`src/design/rsa_letter_modexp_cipher_unit_defines.svh`:
```
// Assertion macros shared by the cipher unit.
`ifndef RSA_LETTER_MODEXP_CIPHER_UNIT_DEFINES_SVH
`define RSA_LETTER_MODEXP_CIPHER_UNIT_DEFINES_SVH

// Same-cycle implication, checked at every clock edge outside reset.
`define RLMC_ASSERT_NOW(lbl, ante, cons, msg) \
    lbl: assert property (@(posedge i_clk) disable iff (!i_rst_n) (ante) |-> (cons)) \
        else $error(msg);

// Next-cycle implication, checked at every clock edge outside reset.
`define RLMC_ASSERT_NEXT(lbl, ante, cons, msg) \
    lbl: assert property (@(posedge i_clk) disable iff (!i_rst_n) (ante) |=> (cons)) \
        else $error(msg);

`endif

```
`src/design/rlmc_pkg.sv`:
```
package rlmc_pkg;

    localparam int DATA_W = 31;
    localparam int CFG_IDX_W = 2;

    typedef logic [CFG_IDX_W-1:0] t_cfg_idx;

    localparam t_cfg_idx CFG_PUBLIC_EXP  = 2'd0;
    localparam t_cfg_idx CFG_PRIVATE_EXP = 2'd1;
    localparam t_cfg_idx CFG_MODULUS     = 2'd2;

    localparam logic [DATA_W-1:0] LETTER_FIRST = 31'd65;
    localparam logic [DATA_W-1:0] LETTER_LAST  = 31'd90;
    localparam logic [DATA_W-1:0] LETTER_COUNT = 31'd26;

    typedef enum logic [1:0] {
        ST_IDLE,
        ST_REDUCE,
        ST_STEP,
        ST_DONE
    } t_state;

endpackage

```
`src/design/rsa_letter_modexp_cipher_unit.sv`:
```
// Channel   | Direction | Handshake                     | Payload
// ----------+-----------+-------------------------------+------------------------------
// input     | in        | i_in_valid / o_in_stall       | i_action, i_data_value
// output    | out       | o_out_valid / i_out_stall     | o_result_value
// config    | in        | i_cfg_valid / o_cfg_ready     | i_cfg_index, i_cfg_data
//
// Sequence: an item runs a reduction pass over its input value, then one exponent step per
//   exponent bit up to the highest set bit; an exponent of zero skips the reduction and
//   the steps alike. Each pass runs on the bit-serial modular multiplier, which takes one
//   multiplier bit per cycle.
// Reset: synchronous, active low; clears the sequencer, the output valid and sets all
//   three configuration registers to 1.
// Stalls: a finished result sits in the output register while the next item is accepted;
//   the sequencer waits in its final state only if that register is still occupied.
`include "rsa_letter_modexp_cipher_unit_defines.svh"

module rsa_letter_modexp_cipher_unit
    import rlmc_pkg::*;
#(
    parameter int MOD_BITS = 31
) (
    input  logic              i_clk,
    input  logic              i_rst_n,
    // Input item channel.
    input  logic              i_in_valid,
    output logic              o_in_stall,
    input  logic              i_action,
    input  logic [DATA_W-1:0] i_data_value,
    // Result channel.
    output logic              o_out_valid,
    input  logic              i_out_stall,
    output logic [DATA_W-1:0] o_result_value,
    // Configuration write channel.
    input  logic              i_cfg_valid,
    output logic              o_cfg_ready,
    input  t_cfg_idx          i_cfg_index,
    input  logic [DATA_W-1:0] i_cfg_data
);

    // The multiplier bit scan must cover both the raw input value (for the initial
    // reduction) and any residue below the modulus.
    localparam int SCAN_W = (MOD_BITS > DATA_W) ? MOD_BITS : DATA_W;
    localparam int CNT_W  = $clog2(SCAN_W);

    // One step of the bit-serial modular multiplier: r <- (2r + bit*a) mod m.
    // With r, a < m the sum stays below 3m, so at most two subtractions of m are
    // needed and both are decided in parallel.
    function automatic logic [MOD_BITS-1:0] mod_step(
        input logic [MOD_BITS-1:0] r,
        input logic                b,
        input logic [MOD_BITS-1:0] a,
        input logic [MOD_BITS-1:0] m
    );
        logic [MOD_BITS+1:0] sum;
        logic [MOD_BITS+1:0] m1;
        logic [MOD_BITS+1:0] m2;
        logic [MOD_BITS+1:0] res;
        sum = {1'b0, r, 1'b0} + (b ? {2'b00, a} : '0);
        m1  = {2'b00, m};
        m2  = {1'b0, m, 1'b0};
        if (sum >= m2) begin
            res = sum - m2;
        end else if (sum >= m1) begin
            res = sum - m1;
        end else begin
            res = sum;
        end
        return res[MOD_BITS-1:0];
    endfunction

    // Configuration registers.
    logic [DATA_W-1:0]   r_pub_exp;
    logic [DATA_W-1:0]   r_priv_exp;
    logic [MOD_BITS-1:0] r_mod;

    // Sequencer and datapath registers.
    t_state              r_state, n_state;
    logic                r_action, n_action;
    logic [DATA_W-1:0]   r_expo, n_expo;
    logic [MOD_BITS-1:0] r_base, n_base;
    logic [MOD_BITS-1:0] r_acc, n_acc;
    logic [MOD_BITS-1:0] r_p, n_p;
    logic [MOD_BITS-1:0] r_q, n_q;
    logic [SCAN_W-1:0]   r_bsh, n_bsh;
    logic [CNT_W-1:0]    r_cnt, n_cnt;

    // Output register.
    logic                r_out_valid;
    logic [DATA_W-1:0]   r_result;

    logic                in_fire;
    logic                cfg_fire;
    logic                out_free;
    logic                out_load;
    logic                is_letter;
    logic [DATA_W-1:0]   sel_expo;
    logic [MOD_BITS-1:0] m_eff;
    logic [MOD_BITS-1:0] one_m;
    logic                cnt_last;
    logic                scan_bit;
    logic [MOD_BITS-1:0] step_p;
    logic [MOD_BITS-1:0] step_q;
    logic [DATA_W-1:0]   expo_shr;
    logic [SCAN_W-1:0]   acc_ext;
    logic                dec_ok;
    logic [DATA_W-1:0]   result_value;

    assign in_fire   = i_in_valid && !o_in_stall;
    assign cfg_fire  = i_cfg_valid && o_cfg_ready;
    assign out_free  = !r_out_valid || !i_out_stall;
    assign is_letter = i_data_value inside {[LETTER_FIRST:LETTER_LAST]};
    assign sel_expo  = i_action ? r_priv_exp : r_pub_exp;

    // A modulus of zero behaves as a modulus of one; one_m is 1 mod m.
    assign m_eff = (r_mod == '0) ? MOD_BITS'(1) : r_mod;
    assign one_m = (m_eff == MOD_BITS'(1)) ? '0 : MOD_BITS'(1);

    assign cnt_last = (r_cnt == '0);
    assign scan_bit = r_bsh[SCAN_W-1];
    assign expo_shr = r_expo >> 1;

    // In the reduction pass lane p multiplies 1 by the input value (for encrypt the letter
    // index 1..26); in exponent steps p forms acc * base, q forms base * base, from the same bits.
    assign step_p = mod_step(r_p, scan_bit, (r_state == ST_REDUCE) ? one_m : r_acc, m_eff);
    assign step_q = mod_step(r_q, scan_bit, r_base, m_eff);

    // Final formatting of the power: the residue for encrypt, a capital letter for a
    // decrypt outcome in 1..26.
    assign acc_ext      = SCAN_W'(r_acc);
    assign dec_ok       = (acc_ext[DATA_W-1:0] >= DATA_W'(1))
                          && (acc_ext[DATA_W-1:0] <= LETTER_COUNT)
                          && (acc_ext == SCAN_W'(acc_ext[DATA_W-1:0]));
    assign result_value = r_action ? (acc_ext[DATA_W-1:0] + LETTER_FIRST - DATA_W'(1))
                                   : acc_ext[DATA_W-1:0];

    // Next-state logic.
    always_comb begin
        n_state = r_state;
        case (r_state)
            ST_IDLE: begin
                if (in_fire) begin
                    if (!i_action && !is_letter) begin
                        n_state = ST_IDLE;
                    end else if (sel_expo == '0) begin
                        n_state = ST_DONE;
                    end else begin
                        n_state = ST_REDUCE;
                    end
                end
            end
            ST_REDUCE: begin
                if (cnt_last) begin
                    n_state = ST_STEP;
                end
            end
            ST_STEP: begin
                if (cnt_last && (expo_shr == '0)) begin
                    n_state = ST_DONE;
                end
            end
            ST_DONE: begin
                if ((r_action && !dec_ok) || out_free) begin
                    n_state = ST_IDLE;
                end
            end
            default: begin
                n_state = ST_IDLE;
            end
        endcase
    end

    // Output logic of the sequencer.
    always_comb begin
        o_in_stall = 1'b1;
        out_load   = 1'b0;
        case (r_state)
            ST_IDLE: begin
                o_in_stall = 1'b0;
            end
            ST_DONE: begin
                out_load = out_free && (!r_action || dec_ok);
            end
            default: begin
                o_in_stall = 1'b1;
            end
        endcase
    end

    // Datapath next values.
    always_comb begin
        n_action = r_action;
        n_expo   = r_expo;
        n_base   = r_base;
        n_acc    = r_acc;
        n_p      = r_p;
        n_q      = r_q;
        n_bsh    = r_bsh;
        n_cnt    = r_cnt;
        case (r_state)
            ST_IDLE: begin
                if (in_fire) begin
                    n_action = i_action;
                    n_expo   = sel_expo;
                    n_acc    = MOD_BITS'(1);
                    n_p      = '0;
                    n_q      = '0;
                    n_cnt    = CNT_W'(SCAN_W - 1);
                    if (i_action) begin
                        n_bsh = SCAN_W'(i_data_value);
                    end else begin
                        n_bsh = SCAN_W'(i_data_value - LETTER_FIRST + DATA_W'(1));
                    end
                end
            end
            ST_REDUCE: begin
                n_p   = step_p;
                n_bsh = r_bsh << 1;
                n_cnt = r_cnt - CNT_W'(1);
                if (cnt_last) begin
                    n_base = step_p;
                    n_acc  = one_m;
                    n_bsh  = SCAN_W'(step_p);
                    n_p    = '0;
                    n_q    = '0;
                    n_cnt  = CNT_W'(SCAN_W - 1);
                end
            end
            ST_STEP: begin
                n_p   = step_p;
                n_q   = step_q;
                n_bsh = r_bsh << 1;
                n_cnt = r_cnt - CNT_W'(1);
                if (cnt_last) begin
                    if (r_expo[0]) begin
                        n_acc = step_p;
                    end
                    n_base = step_q;
                    n_expo = expo_shr;
                    n_bsh  = SCAN_W'(step_q);
                    n_p    = '0;
                    n_q    = '0;
                    n_cnt  = CNT_W'(SCAN_W - 1);
                end
            end
            default: begin
                n_cnt = r_cnt;
            end
        endcase
    end

    always_ff @(posedge i_clk) begin
        if (!i_rst_n) begin
            r_state     <= ST_IDLE;
            r_out_valid <= 1'b0;
            r_pub_exp   <= DATA_W'(1);
            r_priv_exp  <= DATA_W'(1);
            r_mod       <= MOD_BITS'(1);
        end else begin
            r_state <= n_state;
            if (out_load) begin
                r_out_valid <= 1'b1;
            end else if (!i_out_stall) begin
                r_out_valid <= 1'b0;
            end
            if (cfg_fire) begin
                case (i_cfg_index)
                    CFG_PUBLIC_EXP:  r_pub_exp  <= i_cfg_data;
                    CFG_PRIVATE_EXP: r_priv_exp <= i_cfg_data;
                    CFG_MODULUS:     r_mod      <= MOD_BITS'(i_cfg_data);
                    default: begin
                        r_mod <= r_mod;
                    end
                endcase
            end
        end
    end

    always_ff @(posedge i_clk) begin
        r_action <= n_action;
        r_expo   <= n_expo;
        r_base   <= n_base;
        r_acc    <= n_acc;
        r_p      <= n_p;
        r_q      <= n_q;
        r_bsh    <= n_bsh;
        r_cnt    <= n_cnt;
        if (out_load) begin
            r_result <= result_value;
        end
    end

    assign o_out_valid    = r_out_valid;
    assign o_result_value = r_result;
    assign o_cfg_ready    = 1'b1;

    // The partial products of both lanes always stay below the modulus.
    `RLMC_ASSERT_NOW(a_lanes_reduced, (r_state == ST_REDUCE) || (r_state == ST_STEP), (r_p < m_eff) && (r_q < m_eff), "multiplier lane left the residue range")
    // Accumulator and base are residues while the exponent is being walked.
    `RLMC_ASSERT_NOW(a_operands_reduced, r_state == ST_STEP, (r_acc < m_eff) && (r_base < m_eff), "operand not reduced modulo n")
    // The exponent walk ends as soon as no set bit remains.
    `RLMC_ASSERT_NOW(a_expo_live, r_state == ST_STEP, r_expo != '0, "exponent step with zero exponent")
    // A decrypt result is always a capital letter code.
    `RLMC_ASSERT_NEXT(a_dec_letter, out_load && r_action, (o_result_value >= LETTER_FIRST) && (o_result_value <= LETTER_LAST), "decrypt result outside A..Z")

endmodule
```
`config.mk`:
```
export PLATFORM = sky130hd
export DESIGN_NAME = rsa_letter_modexp_cipher_unit
export DESIGN_NICKNAME = d
export VERILOG_FILES = /design/src/design/rlmc_pkg.sv /design/src/design/rsa_letter_modexp_cipher_unit.sv
export VERILOG_INCLUDE_DIRS = /design/src /design/src/design
export SDC_FILE = /design/constraint.sdc
export NUM_CORES = 1
export LEC_CHECK = 0
export BUFFER_PORTS_ARGS = -buffer_cell sky130_fd_sc_hd__buf_4
export CAP_MARGIN = 20
export CORE_MARGIN = 1
export CORE_UTILIZATION = 40
export DETAILED_ROUTE_END_ITERATION = 10
export PLACE_DENSITY = 0.54
export SLEW_MARGIN = 20
export SYNTH_ARGS = -nofsm -noshare
export SYNTH_HDL_FRONTEND = slang
export SYNTH_SLANG_ARGS = --single-unit
```
`constraint.sdc`:
```
create_clock -name i_clk -period 10.3 [get_ports i_clk]
set_input_delay 1.545 -clock i_clk [delete_from_list [all_inputs] [get_ports i_clk]]
set_output_delay 1.545 -clock i_clk [all_outputs]
set_load 0.01 [all_outputs]
```
After elaboration in Yosys (flattened, before gate mapping)
Cells that the tools add are included.
Word-level totals
  register bits after elaboration: 319
  word-level logic and storage cells: 131
Cells by class
  equality and inequality tests: 13
  reduce and logical (&&, ||, !) cells: 38
  multiplexer cells: 47
  add/subtract/negate cells: 11
  $lt $le $gt $ge: 8
Operators with widths (count)
  two-way mux 31 bit: 26
  case mux 31 bit (3 select lines): 3
  case mux 31 bit (2 select lines): 3
  subtractor 31 bit: 4
  zero test 31 bit: 3
  adder 32 x 31 -> 33 bit: 2
  greater-or-equal comparator 33 x 31 -> 1 bit: 2
  greater-or-equal comparator 33 x 32 -> 1 bit: 2
  adder 31 x 1 -> 31 bit (second input constant): 1
  adder 31 x 7 -> 31 bit (second input constant): 1
  == test 31 x 1 -> 1 bit (second input constant): 1
  greater-or-equal comparator 31 x 1 -> 1 bit (second input constant): 1
  greater-or-equal comparator 31 x 7 -> 1 bit (second input constant): 1
  <= comparator 31 x 5 -> 1 bit (second input constant): 1
  <= comparator 31 x 7 -> 1 bit (second input constant): 1
  subtractor 31 x 1 -> 31 bit (second input constant): 1
  subtractor 31 x 7 -> 31 bit (second input constant): 1
  two-way mux 2 bit: 6
  != test 2 bit (second input constant): 6
  AND reduction 2 bit: 6
  two-way mux 5 bit: 2
  case mux 5 bit (2 select lines): 1
  AND reduction 3 bit: 3
  case mux 2 bit (4 select lines): 1
  15 further kinds: 38

Logic depth before layout (Yosys ltp)
  depth in word-level cells: 13
  mapped depth: 30
  depth with buffers taken out: 25

Worst setup path after synthesis
No wires, ideal clock.
  path kind: register to register
  start: register r_state[1]
  end: register r_bsh[8], data pin
  library setup time: 259 ps
  arrival time: 5798 ps
  data required time: 10041 ps
  cell stages (with the launch flop): 28
  period minus slack after synthesis: 6057 ps
  path slack: 4243 ps
  cell sequence: dfxtp_1 -> inv_1 -> ha_1 -> clkbuf_1 -> nor2b_1 -> clkbuf_1 -> and2_1 -> ha_1 -> fa_1 -> a21oi_1 -> o211a_1 -> nor4_2 -> o211a_1 -> nor3_1 -> o21ai_0 -> xor2_1 -> ha_1 -> o21ai_0 -> a21oi_1 -> a221o_1 -> or4b_1 -> o211ai_2 -> nand3_2 -> buf_2 -> mux2_4 -> a21oi_2 -> nor2_1 -> o31a_1
On the way
  word-level cells in the longest chain between the ends: 9
  elaborated cells on any way between the ends: 14
  those cells by class: 3 x add/sub; 2 x order compare; 2 x eq/ne; 6 x mux; 1 x reduce/logical
RTL lines
  start, declared: RTL line rsa_letter_modexp_cipher_unit.sv:77  | t_state r_state, n_state;
  start signal, assigned: RTL line rsa_letter_modexp_cipher_unit.sv:259  | r_state <= n_state;
  == test 2 x 1 -> 1 bit: RTL line rsa_letter_modexp_cipher_unit.sv:124, rsa_letter_modexp_cipher_unit.sv:199
  two-way mux 31 bit: RTL line rsa_letter_modexp_cipher_unit.sv:124  | assign step_p = mod_step(r_p, scan_bit, (r_state == ST_REDUCE) ? one_m : r_acc, m_eff);
  two-way mux 31 bit: RTL line rsa_letter_modexp_cipher_unit.sv:58  | sum = {1'b0, r, 1'b0} + (b ? {2'b00, a} : '0);
  adder 32 x 31 -> 33 bit: RTL line rsa_letter_modexp_cipher_unit.sv:58
  subtractor 31 bit / greater-or-equal comparator 33 x 31 -> 1 bit (equally long branches): RTL line rsa_letter_modexp_cipher_unit.sv:64, rsa_letter_modexp_cipher_unit.sv:63
  two-way mux 31 bit: RTL line rsa_letter_modexp_cipher_unit.sv:63  | end else if (sum >= m1) begin
  two-way mux 31 bit: RTL line rsa_letter_modexp_cipher_unit.sv:61  | if (sum >= m2) begin
  two-way mux 31 bit: RTL line rsa_letter_modexp_cipher_unit.sv:219  | if (cnt_last) begin
  case mux 31 bit (3 select lines) *: RTL line rsa_letter_modexp_cipher_unit.sv:199  | case (r_state)
  net n_bsh[8]: RTL line rsa_letter_modexp_cipher_unit.sv:84  | logic [SCAN_W-1:0] r_bsh, n_bsh;
  end signal, assigned: RTL line rsa_letter_modexp_cipher_unit.sv:285  | r_bsh <= n_bsh;
  end, declared: RTL line rsa_letter_modexp_cipher_unit.sv:84
The timed path passes the listed nets; every way through them passes the cells marked *.
A chain may end at the register's enable or synchronous reset.

Worst setup path after layout
  start: register r_bsh[30]
  end: register r_bsh[14], data pin
On the way
  word-level cells in the longest chain between the ends: 7
  elaborated cells on any way between the ends: 19
  those cells by class: 6 x add/sub; 4 x order compare; 9 x mux
RTL lines (RTL line)
  two-way mux 31 bit: rsa_letter_modexp_cipher_unit.sv:58
  adder 32 x 31 -> 33 bit: rsa_letter_modexp_cipher_unit.sv:58
  subtractor 31 bit / greater-or-equal comparator 33 x 31 -> 1 bit (equally long branches): rsa_letter_modexp_cipher_unit.sv:64, rsa_letter_modexp_cipher_unit.sv:63
  two-way mux 31 bit: rsa_letter_modexp_cipher_unit.sv:63
  two-way mux 31 bit: rsa_letter_modexp_cipher_unit.sv:61
  two-way mux 31 bit, on equally long branches: rsa_letter_modexp_cipher_unit.sv:233, rsa_letter_modexp_cipher_unit.sv:219
  case mux 31 bit (3 select lines) *: rsa_letter_modexp_cipher_unit.sv:199
  net n_bsh[14]: rsa_letter_modexp_cipher_unit.sv:84
Marked as above.

==> impl_metrics.json <==
{
  "tritoncts": "yes",
  "antenna_violating_nets_post_route": 0,
  "core-area_sq_um": 63000,
  "post_route_cells_drive_above_1_share": 0.0853,
  "crit_start": "r_bsh[30]$_DFFE_PP_",
  "hold_class": "flip-flop to flip-flop",
  "synth_top_cells_by_area": "sky130_fd_sc_hd__edfxtp_1 (26%), sky130_fd_sc_hd__ha_1 (9.5%), sky130_fd_sc_hd__dfxtp_1 (7.5%)",
  "cts.sink_count": 319,
  "length_of_routed_met2_wiring_mm": 45.1,
  "timing.critical_path.max_delay_family": "simple AND/OR/NAND/NOR gates",
  "seq_area_frac_synth": 0.338,
  "synthesis.yosys.warnings": 0,
  "cell_area_after_synthesis_sq_um": 25500,
  "clockRootBuffer": "sky130_fd_sc_hd__clkbuf_16",
  "post-cts-setup-buffer-count": 0,
  "io_buffer_count": 102,
  "globalRouteTotalUtil": 0.287,
  "detailed_place_hpwl_mm": 73.0,
  "cts_hold_buffers": 0,
  "critical_path_endpoint_category": "flip-flop",
  "worstPathCellList": "nor2b_1 > buf_4 > and2_1 > ha_1 > fa_1 > a21oi_1 > o211a_1 > nor4_2 > nor4_1 > o41ai_2 > a21oi_1 > xnor2_1 > ha_1 > nand4_1 > nor3_1 > nand2_1 > nor3_1 > or4b_1 > o211ai_2 > nand3_2 > mux2_2 > mux2i_1 > or2_2 > a31oi_1",
  "worst_r2r_endpoint": "r_bsh[14]$_DFFE_PP_",
  "die_w_um": 254,
  "unrepaired_setup_endpoints_after_global_routing": "false",
  "fin_skew_ns": 0.0310,
  "drt_wl_total_mm": 94.9,
  "wl_met3_mm": 5.54,
  "critical_path_class": "flip-flop to flip-flop",
  "floorplan.initialDensity": 0.405,
  "regToRegSetupSlack_ns": 2.07,
  "crit_path_max_fanout": 33,
  "worstReg2RegStart": "r_bsh[30]$_DFFE_PP_",
  "max_cap_violation_count": 0,
  "syn-num-nets": 3236,
  "clkSlewWorstSetupHoldPaths_ns": 0.06,
  "syn-mean-instance-area_sq_um": 8.59,
  "die_y_um": 254,
  "drt_first_iter_violations": 2089,
  "post_synth_num_cell_types": 97,
  "synth_common_cells": "sky130_fd_sc_hd__nand2_1 (391), sky130_fd_sc_hd__nor2_1 (229), sky130_fd_sc_hd__edfxtp_1 (223), sky130_fd_sc_hd__a21oi_1 (196), sky130_fd_sc_hd__ha_1 (194)",
  "timing.setup.tns_ns": 0,
  "critical_path_arrival_ns": 8.51,
  "clk_latency_ns": 0.59,
  "detail_route.first_pass.iterations": 6,
  "layout_min_cycle_time_ns": 8.23,
  "critical_path_buf_inv_count": 1,
  "outcome": "finished, final reports clean",
  "fmax_ghz": 0.122,
  "synth_top_area_frac": 0.263,
  "number_of_global_route_vias_before_repair": 21910,
  "crit_path_max_incr_delay_ns": 0.99,
  "timing.critical_path.to": "r_bsh[14]$_DFFE_PP_",
  "post_cts_resize_count": 0,
  "synth_largest_area_cell": "sky130_fd_sc_hd__edfxtp_1",
  "slew_viols_final": 0,
  "synth_cells": 2966,
  "postSynthRegisterBits": 319,
  "drc": 0,
  "postSynth.asyncResetShare": 0,
  "placementRows": 92,
  "min_from": "r_priv_exp[13]$_SDFFE_PN0P_",
  "via_per_inst": 5.98,
  "post-synth-top-count-cell": "sky130_fd_sc_hd__nand2_1",
  "maxSlewHeadroom": 0.309,
  "worst-path-stages": 24,
  "worst_setup_path_start_kind": "flip-flop",
  "hold_viol_final": 0,
  "grt_pass1_wl_mm": 139,
  "timing.final.crit_share": 0.799,
  "met1_length_mm": 40.1,
  "die-area_sq_um": 64700,
  "ys.flop_type": "sky130_fd_sc_hd__edfxtp_1",
  "num_io_pins": 104,
  "layout.cells.non_filler": 3883,
  "globalRouteOverflowTotal": 0,
  "clock_tree.htree_level_count": 2,
  "finalSetupViolCount": 0,
  "holdPathStages": 2,
  "total_number_of_vias": 23237,
  "nets": 3273,
  "syn2layout_area_growth_pct": 11.7,
  "place_inst": 3806,
  "number_of_buffers_created_by_cts": 40,
  "timing.critical_path.slowest_stage_cell": "sky130_fd_sc_hd__edfxtp_1",
  "gp_congestion": 0.972,
  "tightest_slew_ns": 1.03,
  "synth_enable_flop_cells": 223,
  "required_time_worst_endpoint_ns": 10.59,
  "grt_antenna_before_repair": 9,
  "reg2regPathDepth": 24,
  "hold-worst-slack_ns": 0.484,
  "clk_path_buf_depth": 3,
  "largest_net_degree_at_the_start_of_global_routing": 97,
  "wl_per_cell_um": 24.4,
  "top_layer_used": "met4"
}
## flip-flops by register name, indices dropped and copies added (netlist names), 31 cells and up
signal	count
o_result_value	31
r_pub_exp	31
r_bsh	31
r_mod	31
acc_ext	31
r_base	31
r_q	31
r_p	31
r_priv_exp	31
r_expo	31
## worst min-delay path: stages, from the launching register on
cell and delay (ns):
sky130_fd_sc_hd__dfxtp_1 0.32, sky130_fd_sc_hd__nand2_1 0.05, sky130_fd_sc_hd__a21boi_0 0.06
## how the worst min path moves through the flow
stage                                             end
after global routing      r_priv_exp[13]$_SDFFE_PN0P_
after global placement    r_priv_exp[22]$_SDFFE_PN0P_
after CTS                 r_priv_exp[14]$_SDFFE_PN0P_
after detailed placement  r_priv_exp[14]$_SDFFE_PN0P_
after floorplan                 r_mod[0]$_SDFFE_PN1P_
final                     r_priv_exp[13]$_SDFFE_PN0P_
## logic make-up after synthesis
group,count (synthesis),share of synthesized area
AO/OA/AOI/OAI,856,0.222
adder cells (fa/ha/maj),200,0.100
other,1,0.000147
buffers and inverters,233,0.0365
XOR/XNOR,193,0.0663
flip-flops,319,0.338
multiplexers,85,0.0343
AND/OR/NAND/NOR,1079,0.202
## layout make-up
| class | count | area, sq um |
|---|---|---|
| fill | 6175 | 34500 |
| multi-input combinational | 2414 | 16000 |
| sequential | 319 | 8620 |
| clock buffer | 52 | 1110 |
| tap | 846 | 1060 |
| timing repair buffer | 130 | 983 |
| inverter | 98 | 368 |
| clock inverter | 22 | 295 |
| antenna | 2 | 5.00 |
## cell usage in the layout (no fill, tap or decap), types with 49 or more instances in the layout
| master | instances |
|---|---|
| sky130_fd_sc_hd__inv_1 | 98 |
| sky130_fd_sc_hd__dfxtp_1 | 96 |
| sky130_fd_sc_hd__edfxtp_1 | 223 |
| sky130_fd_sc_hd__a21oi_1 | 194 |
| sky130_fd_sc_hd__nand3_1 | 61 |
| sky130_fd_sc_hd__and2_1 | 75 |
| sky130_fd_sc_hd__nor3_1 | 49 |
| sky130_fd_sc_hd__buf_4 | 129 |
| sky130_fd_sc_hd__xor2_1 | 72 |
| sky130_fd_sc_hd__a21boi_0 | 96 |
| sky130_fd_sc_hd__xnor2_1 | 121 |
| sky130_fd_sc_hd__a21o_1 | 88 |
| sky130_fd_sc_hd__ha_1 | 193 |
| sky130_fd_sc_hd__nand2_1 | 390 |
| sky130_fd_sc_hd__o21ai_0 | 165 |
| sky130_fd_sc_hd__nor4_1 | 52 |
| sky130_fd_sc_hd__mux2i_1 | 69 |
| sky130_fd_sc_hd__nor2_1 | 224 |
## stage by stage
step | instance area, sq um | util | setup WS [ns]
3_5_place_dp | 27000 | 0.429 | 2.23
2_1_floorplan | 25500 | - | 4.24
4_1_cts | 28400 | 0.452 | 2.17
6_report | 28500 | 0.452 | 2.07
3_3_place_gp | 27000 | 0.429 | 2.30
5_1_grt | 28400 | 0.452 | 1.67
## routing by layer
metal | vias to the layer above | global-route usage
li1 | 10963 | -
met1 | 11239 | 0.366
met2 | 859 | 0.488
met3 | 176 | 0.0380
met4 | 0 | 0.120
met5 | - | 0
Power is left out: the tool's default activity adds up to more than one toggle a clock period on the data nets, which glitch-free logic cannot reach.
